## src/design/tdbs_pkg.sv

```systemverilog
// ----------------------------------------------------------------------------
// tdbs_pkg: shared types and constants for the trial division block search
// Widths, register codes, result codes and the controller/datapath bundles.
// ----------------------------------------------------------------------------
package tdbs_pkg;

  // Sizing
  localparam int CANDIDATE_WIDTH = 32;  // 8..32
  localparam int MODULUS_WIDTH   = 64;  // 16..64
  localparam int BIT_CNT_W       = $clog2(MODULUS_WIDTH);
  localparam int BLOCK_BITS_W    = 6;
  localparam int CFG_INDEX_W     = 8;
  localparam int CFG_DATA_W      = 64;
  localparam int ADDR_W          = 32;
  localparam int FACTOR_W        = 32;
  localparam int STATUS_W        = 2;

  // Register reset values
  localparam logic [MODULUS_WIDTH-1:0] MODULUS_RST    = MODULUS_WIDTH'(1);
  localparam logic [BLOCK_BITS_W-1:0]  BLOCK_BITS_RST = BLOCK_BITS_W'(16);

  // Register indexes
  typedef enum logic [CFG_INDEX_W-1:0] {
    CFG_MODULUS    = 8'd0,
    CFG_BLOCK_BITS = 8'd1
  } cfg_index_e;

  // Result codes
  typedef enum logic [STATUS_W-1:0] {
    STAT_NONE  = 2'd0,
    STAT_FOUND = 2'd1,
    STAT_RANGE = 2'd2
  } status_e;

  // Controller states
  typedef enum logic [2:0] {
    ST_IDLE,
    ST_CHECK,
    ST_DIV,
    ST_TEST,
    ST_DONE
  } state_e;

  // Controller to datapath
  typedef struct packed {
    logic    capture;    // latch the block address
    logic    init;       // set up first candidate, clear remainder
    logic    div_step;   // one remainder bit
    logic    next_cand;  // advance by two, clear remainder
    logic    set_res;    // record the pending result code
    status_e res;
    logic    load_out;   // move pending result to the output register
  } cmd_t;

  // Datapath to controller
  typedef struct packed {
    logic out_of_range;
    logic last_bit;
    logic divides;       // remainder zero and candidate is not one
    logic cand_is_last;
    logic out_free;
  } stat_t;

endpackage

```

## src/design/tdbs_ctrl.sv

```systemverilog
// ----------------------------------------------------------------------------
// tdbs_ctrl: sequencer for the block search
// Steps through range check, one remainder pass per candidate and result.
// ----------------------------------------------------------------------------
module tdbs_ctrl (
  input  logic            clk_i,
  input  logic            rst_ni,
  input  logic            in_valid_i,
  output logic            in_ready_o,
  input  tdbs_pkg::stat_t stat_i,
  output tdbs_pkg::cmd_t  cmd_o
);

  tdbs_pkg::state_e state_q, state_d;

  // State register
  always_ff @(posedge clk_i or negedge rst_ni) begin
    if (!rst_ni) begin
      state_q <= tdbs_pkg::ST_IDLE;
    end else begin
      state_q <= state_d;
    end
  end

  // Next state
  always_comb begin
    state_d = state_q;
    case (state_q)
      tdbs_pkg::ST_IDLE: begin
        if (in_valid_i) state_d = tdbs_pkg::ST_CHECK;
      end
      tdbs_pkg::ST_CHECK: begin
        state_d = stat_i.out_of_range ? tdbs_pkg::ST_DONE : tdbs_pkg::ST_DIV;
      end
      tdbs_pkg::ST_DIV: begin
        if (stat_i.last_bit) state_d = tdbs_pkg::ST_TEST;
      end
      tdbs_pkg::ST_TEST: begin
        if (stat_i.divides || stat_i.cand_is_last) begin
          state_d = tdbs_pkg::ST_DONE;
        end else begin
          state_d = tdbs_pkg::ST_DIV;
        end
      end
      tdbs_pkg::ST_DONE: begin
        if (stat_i.out_free) state_d = tdbs_pkg::ST_IDLE;
      end
      default: state_d = tdbs_pkg::ST_IDLE;
    endcase
  end

  // Outputs
  always_comb begin
    in_ready_o = 1'b0;
    cmd_o      = '0;
    cmd_o.res  = tdbs_pkg::STAT_NONE;
    case (state_q)
      tdbs_pkg::ST_IDLE: begin
        in_ready_o    = 1'b1;
        cmd_o.capture = in_valid_i;
      end
      tdbs_pkg::ST_CHECK: begin
        if (stat_i.out_of_range) begin
          cmd_o.set_res = 1'b1;
          cmd_o.res     = tdbs_pkg::STAT_RANGE;
        end else begin
          cmd_o.init = 1'b1;
        end
      end
      tdbs_pkg::ST_DIV: begin
        cmd_o.div_step = 1'b1;
      end
      tdbs_pkg::ST_TEST: begin
        if (stat_i.divides) begin
          cmd_o.set_res = 1'b1;
          cmd_o.res     = tdbs_pkg::STAT_FOUND;
        end else if (stat_i.cand_is_last) begin
          cmd_o.set_res = 1'b1;
          cmd_o.res     = tdbs_pkg::STAT_NONE;
        end else begin
          cmd_o.next_cand = 1'b1;
        end
      end
      tdbs_pkg::ST_DONE: begin
        cmd_o.load_out = stat_i.out_free;
      end
      default: begin
        in_ready_o = 1'b0;
      end
    endcase
  end

  // A remainder pass always ends in a candidate test
  assert property (@(posedge clk_i) disable iff (!rst_ni)
    (state_q == tdbs_pkg::ST_DIV) && stat_i.last_bit |=> (state_q == tdbs_pkg::ST_TEST))
    else $error("remainder pass did not end in a test");

  // Setting a result code always leads to completion
  assert property (@(posedge clk_i) disable iff (!rst_ni)
    cmd_o.set_res |=> (state_q == tdbs_pkg::ST_DONE))
    else $error("result code set outside of completion");

  // No new request during a remainder pass
  assert property (@(posedge clk_i) disable iff (!rst_ni)
    (state_q == tdbs_pkg::ST_DIV) |-> !in_ready_o)
    else $error("input ready during remainder pass");

endmodule

```

## src/design/tdbs_dp.sv

```systemverilog
// ----------------------------------------------------------------------------
// tdbs_dp: datapath for the block search
// Config registers, candidate range, bit-serial remainder and output register.
// ----------------------------------------------------------------------------
module tdbs_dp (
  input  logic                                 clk_i,
  input  logic                                 rst_ni,
  // configuration writes
  input  logic                                 cfg_we_i,
  input  logic [tdbs_pkg::CFG_INDEX_W-1:0]     cfg_index_i,
  input  logic [tdbs_pkg::CFG_DATA_W-1:0]      cfg_data_i,
  // request payload
  input  logic [tdbs_pkg::ADDR_W-1:0]          addr_i,
  // control
  input  tdbs_pkg::cmd_t                       cmd_i,
  output tdbs_pkg::stat_t                      stat_o,
  // result channel
  input  logic                                 out_ready_i,
  output logic                                 out_valid_o,
  output logic [tdbs_pkg::STATUS_W-1:0]        out_status_o,
  output logic [tdbs_pkg::FACTOR_W-1:0]        out_factor_o
);

  localparam int CW  = tdbs_pkg::CANDIDATE_WIDTH;
  localparam int MW  = tdbs_pkg::MODULUS_WIDTH;
  localparam int BCW = tdbs_pkg::BIT_CNT_W;
  localparam int BBW = tdbs_pkg::BLOCK_BITS_W;
  localparam logic [BBW-1:0] CW_B   = BBW'(CW);
  localparam logic [BCW-1:0] TOP_BIT = BCW'(MW - 1);

  logic [MW-1:0]                   modulus_q;
  logic [BBW-1:0]                  block_bits_q;
  logic [tdbs_pkg::ADDR_W-1:0]     addr_q;
  logic [CW-1:0]                   cand_q, last_q, rem_q;
  logic [BCW-1:0]                  bit_cnt_q;
  tdbs_pkg::status_e               res_q;
  logic                            out_valid_q;
  logic [tdbs_pkg::STATUS_W-1:0]   out_status_q;
  logic [tdbs_pkg::FACTOR_W-1:0]   out_factor_q;

  // Configuration registers
  always_ff @(posedge clk_i or negedge rst_ni) begin
    if (!rst_ni) begin
      modulus_q    <= tdbs_pkg::MODULUS_RST;
      block_bits_q <= tdbs_pkg::BLOCK_BITS_RST;
    end else if (cfg_we_i) begin
      case (cfg_index_i)
        tdbs_pkg::CFG_MODULUS:    modulus_q    <= cfg_data_i[MW-1:0];
        tdbs_pkg::CFG_BLOCK_BITS: block_bits_q <= cfg_data_i[BBW-1:0];
        default: ;
      endcase
    end
  end

  // Range check and candidate bounds
  logic [BBW-1:0] b_eff, shamt;
  logic [CW-1:0]  base_w;
  logic [CW-1:0]  span;
  logic           out_of_range;

  always_comb begin
    b_eff        = (block_bits_q == '0) ? BBW'(1) : block_bits_q;
    shamt        = CW_B - b_eff;
    out_of_range = (b_eff > CW_B) || ((addr_q >> shamt) != '0);
    base_w       = CW'(addr_q) << b_eff;
    span         = ~({CW{1'b1}} << b_eff);
  end

  // Remainder step: shift in the next modulus bit, subtract if it fits
  logic [CW:0]   shifted, diff;
  logic [CW-1:0] rem_next;

  always_comb begin
    shifted  = {rem_q, modulus_q[bit_cnt_q]};
    diff     = shifted - {1'b0, cand_q};
    rem_next = diff[CW] ? shifted[CW-1:0] : diff[CW-1:0];
  end

  // Search registers
  always_ff @(posedge clk_i) begin
    if (cmd_i.capture) addr_q <= addr_i;
    if (cmd_i.init) begin
      cand_q    <= base_w | CW'(1);
      last_q    <= base_w | span;
      rem_q     <= '0;
      bit_cnt_q <= TOP_BIT;
    end else if (cmd_i.next_cand) begin
      cand_q    <= cand_q + CW'(2);
      rem_q     <= '0;
      bit_cnt_q <= TOP_BIT;
    end else if (cmd_i.div_step) begin
      rem_q     <= rem_next;
      bit_cnt_q <= bit_cnt_q - BCW'(1);
    end
    if (cmd_i.set_res) res_q <= cmd_i.res;
  end

  // Output register
  always_ff @(posedge clk_i or negedge rst_ni) begin
    if (!rst_ni) begin
      out_valid_q <= 1'b0;
    end else if (cmd_i.load_out) begin
      out_valid_q <= 1'b1;
    end else if (out_ready_i) begin
      out_valid_q <= 1'b0;
    end
  end

  always_ff @(posedge clk_i) begin
    if (cmd_i.load_out) begin
      out_status_q <= res_q;
      out_factor_q <= (res_q == tdbs_pkg::STAT_FOUND) ? tdbs_pkg::FACTOR_W'(cand_q) : '0;
    end
  end

  // Status back to the controller
  always_comb begin
    stat_o.out_of_range = out_of_range;
    stat_o.last_bit     = (bit_cnt_q == '0);
    stat_o.divides      = (rem_q == '0) && (cand_q != CW'(1));
    stat_o.cand_is_last = (cand_q == last_q);
    stat_o.out_free     = !out_valid_q || out_ready_i;
  end

  assign out_valid_o  = out_valid_q;
  assign out_status_o = out_status_q;
  assign out_factor_o = out_factor_q;

  // Reported factor is an odd candidate above one
  assert property (@(posedge clk_i) disable iff (!rst_ni)
    out_valid_q && (out_status_q == tdbs_pkg::STAT_FOUND)
      |-> (out_factor_q[0] && (out_factor_q != tdbs_pkg::FACTOR_W'(1))))
    else $error("reported factor is not a valid candidate");

  // Factor is zero unless a divisor was found
  assert property (@(posedge clk_i) disable iff (!rst_ni)
    out_valid_q && (out_status_q != tdbs_pkg::STAT_FOUND) |-> (out_factor_q == '0))
    else $error("nonzero factor without a divisor");

  // Loading never overwrites a result that has not been taken
  assert property (@(posedge clk_i) disable iff (!rst_ni)
    cmd_i.load_out |-> (!out_valid_q || out_ready_i))
    else $error("pending result overwritten");

endmodule

```

## src/design/trial_division_block_search.sv

```systemverilog
// ----------------------------------------------------------------------------
// trial_division_block_search: trial division over one block of candidates
// Searches the odd numbers of a block for the first divisor of the modulus.
// ----------------------------------------------------------------------------
//  channel  direction  signals                     content
//  s_axis   in         tvalid/tready/tdata[31:0]   block_address
//  m_axis   out        tvalid/tready/tdata[31:0]   factor
//                      tuser[1:0]                  status
//  cfg      in         valid/ready/index/data      register writes
//
//  Each candidate takes a remainder pass, one remainder bit per cycle in the
//  bit-serial divider, and then a test state. The search tests up to
//  2^(b-1) candidates; an out-of-range block goes from the range check
//  straight to completion.
//  The next request is accepted in the cycle after the result is loaded.
//  Reset is asynchronous, active low, and restores modulus 1 and block_bits 16.
//  A stalled result waits in the output register while the next request is
//  accepted; it completes only once the result has been taken.
module trial_division_block_search (
  input  logic                             clk_i,
  input  logic                             rst_ni,
  // request stream
  input  logic                             s_axis_tvalid,
  output logic                             s_axis_tready,
  input  logic [tdbs_pkg::ADDR_W-1:0]      s_axis_tdata,  // [31:0] block_address
  // result stream
  output logic                             m_axis_tvalid,
  input  logic                             m_axis_tready,
  output logic [tdbs_pkg::FACTOR_W-1:0]    m_axis_tdata,  // [31:0] factor
  output logic [tdbs_pkg::STATUS_W-1:0]    m_axis_tuser,  // [1:0] status
  // configuration writes
  input  logic                             cfg_valid_i,
  output logic                             cfg_ready_o,
  input  logic [tdbs_pkg::CFG_INDEX_W-1:0] cfg_index_i,
  input  logic [tdbs_pkg::CFG_DATA_W-1:0]  cfg_data_i
);

  tdbs_pkg::cmd_t  cmd;
  tdbs_pkg::stat_t stat;

  // Writes must only arrive while idle; the block leaves this to the user
  assign cfg_ready_o = 1'b1;

  tdbs_ctrl u_ctrl (
    .clk_i      (clk_i),
    .rst_ni     (rst_ni),
    .in_valid_i (s_axis_tvalid),
    .in_ready_o (s_axis_tready),
    .stat_i     (stat),
    .cmd_o      (cmd)
  );

  tdbs_dp u_dp (
    .clk_i        (clk_i),
    .rst_ni       (rst_ni),
    .cfg_we_i     (cfg_valid_i & cfg_ready_o),
    .cfg_index_i  (cfg_index_i),
    .cfg_data_i   (cfg_data_i),
    .addr_i       (s_axis_tdata),
    .cmd_i        (cmd),
    .stat_o       (stat),
    .out_ready_i  (m_axis_tready),
    .out_valid_o  (m_axis_tvalid),
    .out_status_o (m_axis_tuser),
    .out_factor_o (m_axis_tdata)
  );

endmodule

```

## config.mk

```make
export PLATFORM = sky130hd
export DESIGN_NAME = trial_division_block_search
export DESIGN_NICKNAME = d
export VERILOG_FILES = /design/src/design/tdbs_pkg.sv /design/src/design/tdbs_ctrl.sv /design/src/design/tdbs_dp.sv /design/src/design/trial_division_block_search.sv
export SDC_FILE = /design/constraint.sdc
export NUM_CORES = 1
export LEC_CHECK = 0
export BUFFER_PORTS_ARGS = -buffer_cell sky130_fd_sc_hd__buf_2
export CAP_MARGIN = 40
export CELL_PAD_IN_SITES_DETAIL_PLACEMENT = 1
export CELL_PAD_IN_SITES_GLOBAL_PLACEMENT = 1
export CORE_ASPECT_RATIO = 0.6
export CORE_MARGIN = 2
export CORE_UTILIZATION = 50
export CTS_CLUSTER_SIZE = 24
export DETAILED_ROUTE_END_ITERATION = 12
export PLACE_DENSITY = 0.9
export REMOVE_ABC_BUFFERS = 1
export SLEW_MARGIN = 20
export SYNTH_ARGS = -nofsm -noshare
export SYNTH_HDL_FRONTEND = slang
export SYNTH_SLANG_ARGS = --single-unit
export TNS_END_PERCENT = 1
```

## constraint.sdc

```tcl
create_clock -name clk_i -period 10.45 [get_ports clk_i]
set_clock_uncertainty 0.1 [all_clocks]
set_input_delay 2.09 -clock clk_i [delete_from_list [all_inputs] [get_ports clk_i]]
set_output_delay 2.09 -clock clk_i [all_outputs]
set_load 0.03 [all_outputs]
```

==> impl_metrics.py, run 1 <==
metrics = {
    "clock_network": {
        "cts_root_buf": "clkbuf_16",
        "htree_levels": 1,
        "ctsHoldBuffers": 0,
        "cts_resized": 0,
        "clock_sinks": 243,
        "cts.path.max_buffers": 3,
        "post-cts-setup-buffer-count": 0,
        "clk_latency_ns": 0.55,
        "cts_tree": "built",
        "clk_pin_slew_ns": 0.07,
        "cts_buffers": 25,
    },
    "sta": {
        "finalCritPeriodShare": 0.622,
        "timing.fmax_mhz": 154,
        "slew_headroom": 0.451,
        "hold_violations": 0,
        "worst_pin_slew_ns": 0.820,
        "fin_tns_setup_ns": 0,
        "min_period_ns": 6.50,
        "setup_viol_count_final": 0,
        "slew_violations": 0,
        "grt_setup_unrepaired": "false",
    },
    "final_layout": {
        "fillerInstances": 3340,
        "syn_to_final_growth_pct": 12.8,
        "nNetsFinal": 1740,
        "multiInputGateArea_mm2": 0.00817,
        "drive_gt1_frac": 0.217,
        "seq_area_mm2": 0.00655,
    },
    "setup_path": {
        "cp_max_fo": 67,
        "reg2reg_from": "u_dp.block_bits_q[2]",
        "reg2reg_slack_ns": 3.95,
        "cp.required_ns": 10.63,
        "rr_endpoint": "u_dp.cand_q[23]",
        "reg2reg_depth": 19,
        "crit_start": "u_dp.block_bits_q[2]",
        "critical_path_arrival_ns": 6.69,
        "cp-end-kind": "flop",
        "start_kind": "flop",
        "path_class": "reg -> reg",
    },
    "floorplanning": {
        "core_mm2": 0.0300,
        "ioPinCount": 146,
        "die_h_um": 139,
        "rows": 49,
        "initial_utilization": 0.509,
        "fp.dieW_um": 230,
        "dieArea_mm2": 0.0321,
    },
    "min_path": {
        "worstHoldStart": "u_dp.res_q[0]",
        "hp-class": "reg -> reg",
        "holdPathStages": 0,
        "hold_path_end": "u_dp.out_status_o[0]",
    },
    "synthesis": {
        "synth_edf_count": 131,
        "async_reset_ff_frac": 0.305,
        "synth.area.top_cells": "edfxtp_1, dfrtp_1, mux2_2",
        "synth_cell_type_count": 79,
        "syn-cell-area_mm2": 0.0153,
        "ys_seq_elements": 243,
        "syn_inst": 1485,
        "ys_warn_count": 0,
        "synth_top_cell_by_area": "edfxtp_1",
        "avgSynthCellArea_um2": 10.3,
        "synth-seq-area-share": 0.428,
        "synth_top_cell_area_share": 0.257,
        "ys.flop_type": "edfxtp_1",
    },
    "pwr": {
        "ir_drop_v": 0.000162,
        "powerDensity_mw_per_mm2": 245,
        "power.total_w": 0.00423,
        "power.leakage_nw": 7.01,
    },
    "placement": {
        "gp_congestion": 0.936,
        "hpwl_mm": 37.8,
        "numPortBuffers": 144,
    },
    "job": {
        "cap_viol_max_count": 0,
    },
    "global_route": {
        "track_usage": 0.315,
        "grt_start_max_net_pins": 81,
        "antenna_found_initial": 6,
        "grt_pass1_wl_mm": 78.7,
        "grt_remaining_overflow": 0,
        "grt_pass1_vias": 13370,
    },
    "routing": {
        "drc_errors": 0,
        "vias_per_cell": 6.47,
        "wl_per_cell_um": 25.4,
        "num_vias": 13079,
        "ant_nets": 0,
        "firstDrtPassIters": 5,
        "wirelength_mm": 51.2,
        "drt_iter0_drc": 1455,
    },
    "outcome": {
        "outcome": "finished clean",
    },
}
[how the worst max path moves through the flow]
stage | end | slack [ns]
detailed placement | u_dp.cand_q[23] | 3.87
finish | u_dp.cand_q[23] | 3.95
global route | u_dp.cand_q[25] | 3.59
floorplan | u_dp.cand_q[11] | 1.29
CTS | u_dp.cand_q[23] | 3.83
global placement | u_dp.cand_q[22] | 3.96
[cell usage after synthesis, types with 8 or more instances]
cell      instances
a21o_1           14
buf_2            16
edfxtp_1        131
or3_1            15
nor4_1           24
nor2b_1          19
ha_1             38
nor3_1           44
nand2_1          97
o21ai_0          46
and2_1           39
o211ai_1         10
o22ai_1          23
a22oi_1           8
a21oi_1          79
o21bai_1         10
dfrtp_1          72
nand2b_1         23
nor2_1           79
nand3_1          35
buf_1            12
dfxtp_1          38
inv_1            51
mux4_2           18
nand3b_1          9
and3_1           15
mux2i_1         103
a211oi_1         35
clkbuf_1         60
xnor2_1          83
mux2_2           94
nand4_1          21
a211o_1           8
[sequential cells by signal (all words and copies together), names as in the netlist]
| name | count |
|---|---|
| u_ctrl.state_q | 3 |
| u_dp.addr_q | 32 |
| u_dp.bit_cnt_q | 6 |
| u_dp.block_bits_q | 6 |
| u_dp.cand_q | 31 |
| u_dp.last_q | 32 |
| u_dp.modulus_q | 64 |
| u_dp.out_factor_o | 32 |
| u_dp.out_status_o | 2 |
| u_dp.out_valid_o | 1 |
| u_dp.rem_q | 32 |
| u_dp.res_q | 2 |
[worst max-delay path: stages (launching register included)]
cell and delay [ns]:
dfrtp_2 0.40, buf_4 0.33, or3_1 0.46, o21ai_2 0.13, buf_4 0.29, inv_2 0.24
buf_12 0.24, ha_1 0.29, buf_4 0.37, clkinv_1 0.54, o2111ai_1 0.26, nand4_1 0.27
a21o_1 0.28, o31a_1 0.29, o22ai_1 0.28, a311oi_4 0.21, nor3_4 0.20, buf_4 0.25
buf_16 0.31, mux2_2 0.38
[routing by layer]
metal	share of wire	global-route usage	vias to the layer above
li1	-	-	5731
met1	0.42	0.441	6587
met2	0.44	0.484	674
met3	0.11	0.0984	81
met4	0.020	0.0655	6
met5	0.00088	0	-
[power breakdown]
| group | internal (W) | switching (W) |
|---|---|---|
| logic | 0.000706 | 0.00116 |
| clock network | 0.000497 | 0.000400 |
| registers | 0.00124 | 0.000233 |
[through the flow]
step	cell area, um2	instances	setup WS [ns]	hold WS [ns]	utilization
2_1_floorplan	14900	1392	1.29	0.318	-
3_3_place_gp	16300	1963	3.96	0.352	0.543
3_5_place_dp	16400	1968	3.87	0.371	0.545
4_1_cts	17200	2014	3.83	0.401	0.572
5_1_grt	17200	2019	3.59	0.411	0.574
6_report	17300	2021	3.95	0.398	0.574
[final cells by class]
type                       instances  share of cell area
antenna                            2            0.000290
clock buffer                      37              0.0412
clock inverter                     9             0.00464
inverter                          54              0.0117
multi-input combinational       1095               0.474
sequential                       243               0.380
tap                              408              0.0296
timing repair buffer             173              0.0590
[cells by family (layout without fill, tap and decap cells)]
family / Yosys count / after routing / share of synthesized area
adder cells (fa/ha/maj): 39 / 39 / 0.0324
XOR/XNOR: 88 / 88 / 0.0504
AO/OA/AOI/OAI: 310 / 310 / 0.138
buffers and inverters: 147 / 273 / 0.0388
flip-flops: 243 / 243 / 0.428
other: 1 / 3 / 0.000245
multiplexers: 216 / 216 / 0.164
AND/OR/NAND/NOR: 441 / 441 / 0.148
[placed cells by master (no fill, tap or decap), types with 7 or more instances in the layout]
| cell type | instances |
|---|---|
| dfrtp_1 | 70 |
| edfxtp_1 | 131 |
| inv_1 | 51 |
| a22oi_1 | 8 |
| o211ai_1 | 10 |
| nor2b_1 | 18 |
| a21oi_1 | 79 |
| mux2i_1 | 103 |
| nor2_1 | 78 |
| nand2_1 | 97 |
| o2bb2ai_1 | 7 |
| o21bai_1 | 10 |
| a211o_1 | 8 |
| o21ai_0 | 46 |
| ha_1 | 38 |
| mux2_2 | 94 |
| nand4_1 | 21 |
| clkbuf_1 | 8 |
| xnor2_1 | 83 |
| nor3b_1 | 7 |
| dfxtp_1 | 38 |
| and2_1 | 39 |
| and3_1 | 14 |
| nor4_1 | 24 |
| buf_2 | 143 |
| nand2b_1 | 23 |
| o22ai_1 | 23 |
| or3_1 | 15 |
| nor3_1 | 44 |
| a211oi_1 | 35 |
| mux4_2 | 18 |
| a21o_1 | 14 |
| clkbuf_16 | 25 |
| nand3b_1 | 9 |
| nand3_1 | 35 |
| buf_4 | 20 |
Note: power is estimated with default switching activity, not from simulation.
==> run 2: changes to the inputs <==
--- a/config.mk
+++ b/config.mk
@@ -11,10 +11,10 @@
 export CELL_PAD_IN_SITES_GLOBAL_PLACEMENT = 1
 export CORE_ASPECT_RATIO = 0.6
 export CORE_MARGIN = 2
-export CORE_UTILIZATION = 50
+export CORE_UTILIZATION = 48
 export CTS_CLUSTER_SIZE = 24
 export DETAILED_ROUTE_END_ITERATION = 12
-export PLACE_DENSITY = 0.9
+export PLACE_DENSITY = 0.88
 export REMOVE_ABC_BUFFERS = 1
 export SLEW_MARGIN = 20
 export SYNTH_ARGS = -nofsm -noshare
==> constraint.sdc (replaced) <==
create_clock -name clk_i -period 6.8 [get_ports clk_i]
set_clock_uncertainty 0.1 [all_clocks]
set_input_delay 1.36 -clock clk_i [delete_from_list [all_inputs] [get_ports clk_i]]
set_output_delay 1.36 -clock clk_i [all_outputs]
set_load 0.03 [all_outputs]
==> run 2 against run 1 <==
Compared with the run above: setup slack got worse by 2.9 ns; cell area increased by 0.67%; global-route usage decreased by 1.5 points; register-to-register slack got worse by 2.9 ns; die area increased by 4.1%; sequential power increased by 55%; non-clock buffer count decreased by 2; combinational power increased by 51%; critical endpoint is now u_dp.rem_q[19]; largest cell class unchanged.
==> impl_metrics.py, run 2 (synthesized netlist as in run 1, its figures left out) <==
metrics = {
    "setup_path": {
        "start_kind": "flop",
        "reg2reg_from": "u_dp.block_bits_q[0]",
        "reg2reg_depth": 16,
        "reg2reg_slack_ns": 1.02,
        "crit_family": "compound AO/OA/AOI/OAI gates",
        "crit_chain": "inv_1 -> o21ai_2 -> buf_6 -> inv_2 -> ha_1 -> buf_4 -> a211oi_1 -> a22oi_1 -> a21o_1 -> o31a_1 -> o22ai_1 -> a311oi_4 -> a211oi_4 -> buf_4 -> o22ai_1 -> a21o_1",
        "cp_slowest_cell": "dfrtp_1",
        "cp.required_ns": 7.16,
        "endpoint": "u_dp.rem_q[19]",
        "cp-end-kind": "flop",
        "crit_start": "u_dp.block_bits_q[0]",
        "rr_endpoint": "u_dp.rem_q[19]",
        "slowest_delay_ns": 0.73,
        "path_buf_inv": 5,
        "path_class": "reg -> reg",
        "cp_num_cells": 16,
        "cp_max_fo": 46,
        "critical_path_arrival_ns": 6.13,
    },
    "final_layout": {
        "final_cell_mix": "buf_2, edfxtp_1, mux2i_1",
        "regMostFlops": "u_dp.modulus_q",
        "final_common_cell": "buf_2",
        "syn_to_final_growth_pct": 13.5,
        "largest_reg_flops": 64,
        "utilization": 0.555,
        "postLayoutCellArea_mm2": 0.0174,
        "nNetsFinal": 1739,
        "drive_gt1_frac": 0.221,
    },
    "clock_network": {
        "ctsHoldBuffers": 0,
        "post-cts-setup-buffer-count": 0,
        "cts_root_buf": "clkbuf_16",
        "clk_pin_slew_ns": 0.07,
        "htree_levels": 1,
        "clk_latency_ns": 0.57,
        "cts_buffers": 26,
        "cts_tree": "built",
        "cts.path.max_buffers": 3,
        "clock_sinks": 243,
        "cts_resized": 0,
    },
    "min_path": {
        "worstHoldStart": "u_dp.res_q[0]",
        "holdPathStages": 0,
        "hp-class": "reg -> reg",
    },
    "sta": {
        "slew_headroom": 0.431,
        "min_period_ns": 5.78,
        "fin_tns_setup_ns": 0,
        "slew_violations": 0,
        "finalCritPeriodShare": 0.849,
        "timing.fmax_mhz": 173,
        "setup_viol_count_final": 0,
        "layout_setup_ws_ns": 1.02,
        "grt_setup_unrepaired": "false",
        "hold_violations": 0,
        "worst_pin_slew_ns": 0.852,
    },
    "floorplanning": {
        "dieArea_mm2": 0.0334,
        "rows": 50,
        "core_mm2": 0.0313,
        "ioPinCount": 146,
        "die_h_um": 142,
        "fp.dieW_um": 234,
        "initial_utilization": 0.489,
    },
    "routing": {
        "wl_per_cell_um": 24.6,
        "wirelength_mm": 49.9,
        "vias_per_cell": 6.34,
        "num_vias": 12866,
        "drc_errors": 0,
        "firstDrtPassIters": 6,
        "drt_iter0_drc": 1364,
        "ant_nets": 0,
    },
    "placement": {
        "place_area_mm2": 0.0164,
        "place_ws_ns": 1.14,
        "numPortBuffers": 144,
        "hpwl_mm": 36.5,
        "gp_congestion": 0.958,
    },
    "global_route": {
        "grt_pass1_wl_mm": 77.2,
        "track_usage": 0.301,
        "antenna_found_initial": 1,
        "grt_start_max_net_pins": 81,
        "grt_remaining_overflow": 0,
        "grt_pass1_vias": 13109,
    },
    "pwr": {
        "powerDensity_mw_per_mm2": 382,
        "ir_drop_v": 0.000204,
        "power.leakage_nw": 7.07,
    },
    "job": {
        "cap_viol_max_count": 0,
    },
    "outcome": {
        "outcome": "finished clean",
    },
}
## run 2: cell types whose count changed in the layout (fill, tap and decap cells not counted), sizes merged
cell / previous run / this run
clkbuf: 39 / 37
clkinvlp: 1 / 2
diode: 2 / 1
inv: 55 / 56
## run 2: worst min-delay path by stage
stage / to / slack, ns
after floorplan: u_dp.out_status_o[0] / 0.32
after global placement: u_dp.out_status_o[0] / 0.35
after detailed placement: u_dp.out_status_o[0] / 0.36
after CTS: u_dp.out_status_o[0] / 0.40
after global routing: u_dp.out_status_o[1] / 0.42
final: u_dp.out_status_o[0] / 0.40
## run 2: routing by layer
layer	wire (um)	GRT usage	vias up	share of wire
li1	-	-	5743	-
met1	22300	0.442	6489	0.45
met2	21700	0.446	557	0.43
met3	5100	0.0815	75	0.10
met4	786	0.0556	2	0.016
met5	11	0	-	0.00022
## run 2: through the flow
step                      power [W]  std cells  hold WS [ns]
after floorplan             0.00407       1392         0.318
after global placement      0.00484       1971         0.347
after detailed placement    0.00499       1976         0.362
after CTS                   0.00655       2024         0.395
after global routing        0.00696       2027         0.416
final                       0.00663       2028         0.397
## run 2: final cells by class
| class | instances | area [um2] |
|---|---|---|
| multi-input combinational | 1095 | 8170 |
| inverter | 54 | 203 |
| tap | 416 | 520 |
| clock buffer | 37 | 817 |
| antenna | 1 | 2.50 |
| fill | 3467 | 13900 |
| timing repair buffer | 171 | 997 |
| sequential | 243 | 6550 |
| clock inverter | 11 | 104 |
## run 2: report_power, final
| group | internal [W] | total [W] | switching (W) |
|---|---|---|---|
| clock network | 0.000882 | 0.00154 | 0.000655 |
| registers | 0.00191 | 0.00228 | 0.000375 |
| logic | 0.00108 | 0.00281 | 0.00173 |
| total | 0.00387 | 0.00663 | 0.00276 |
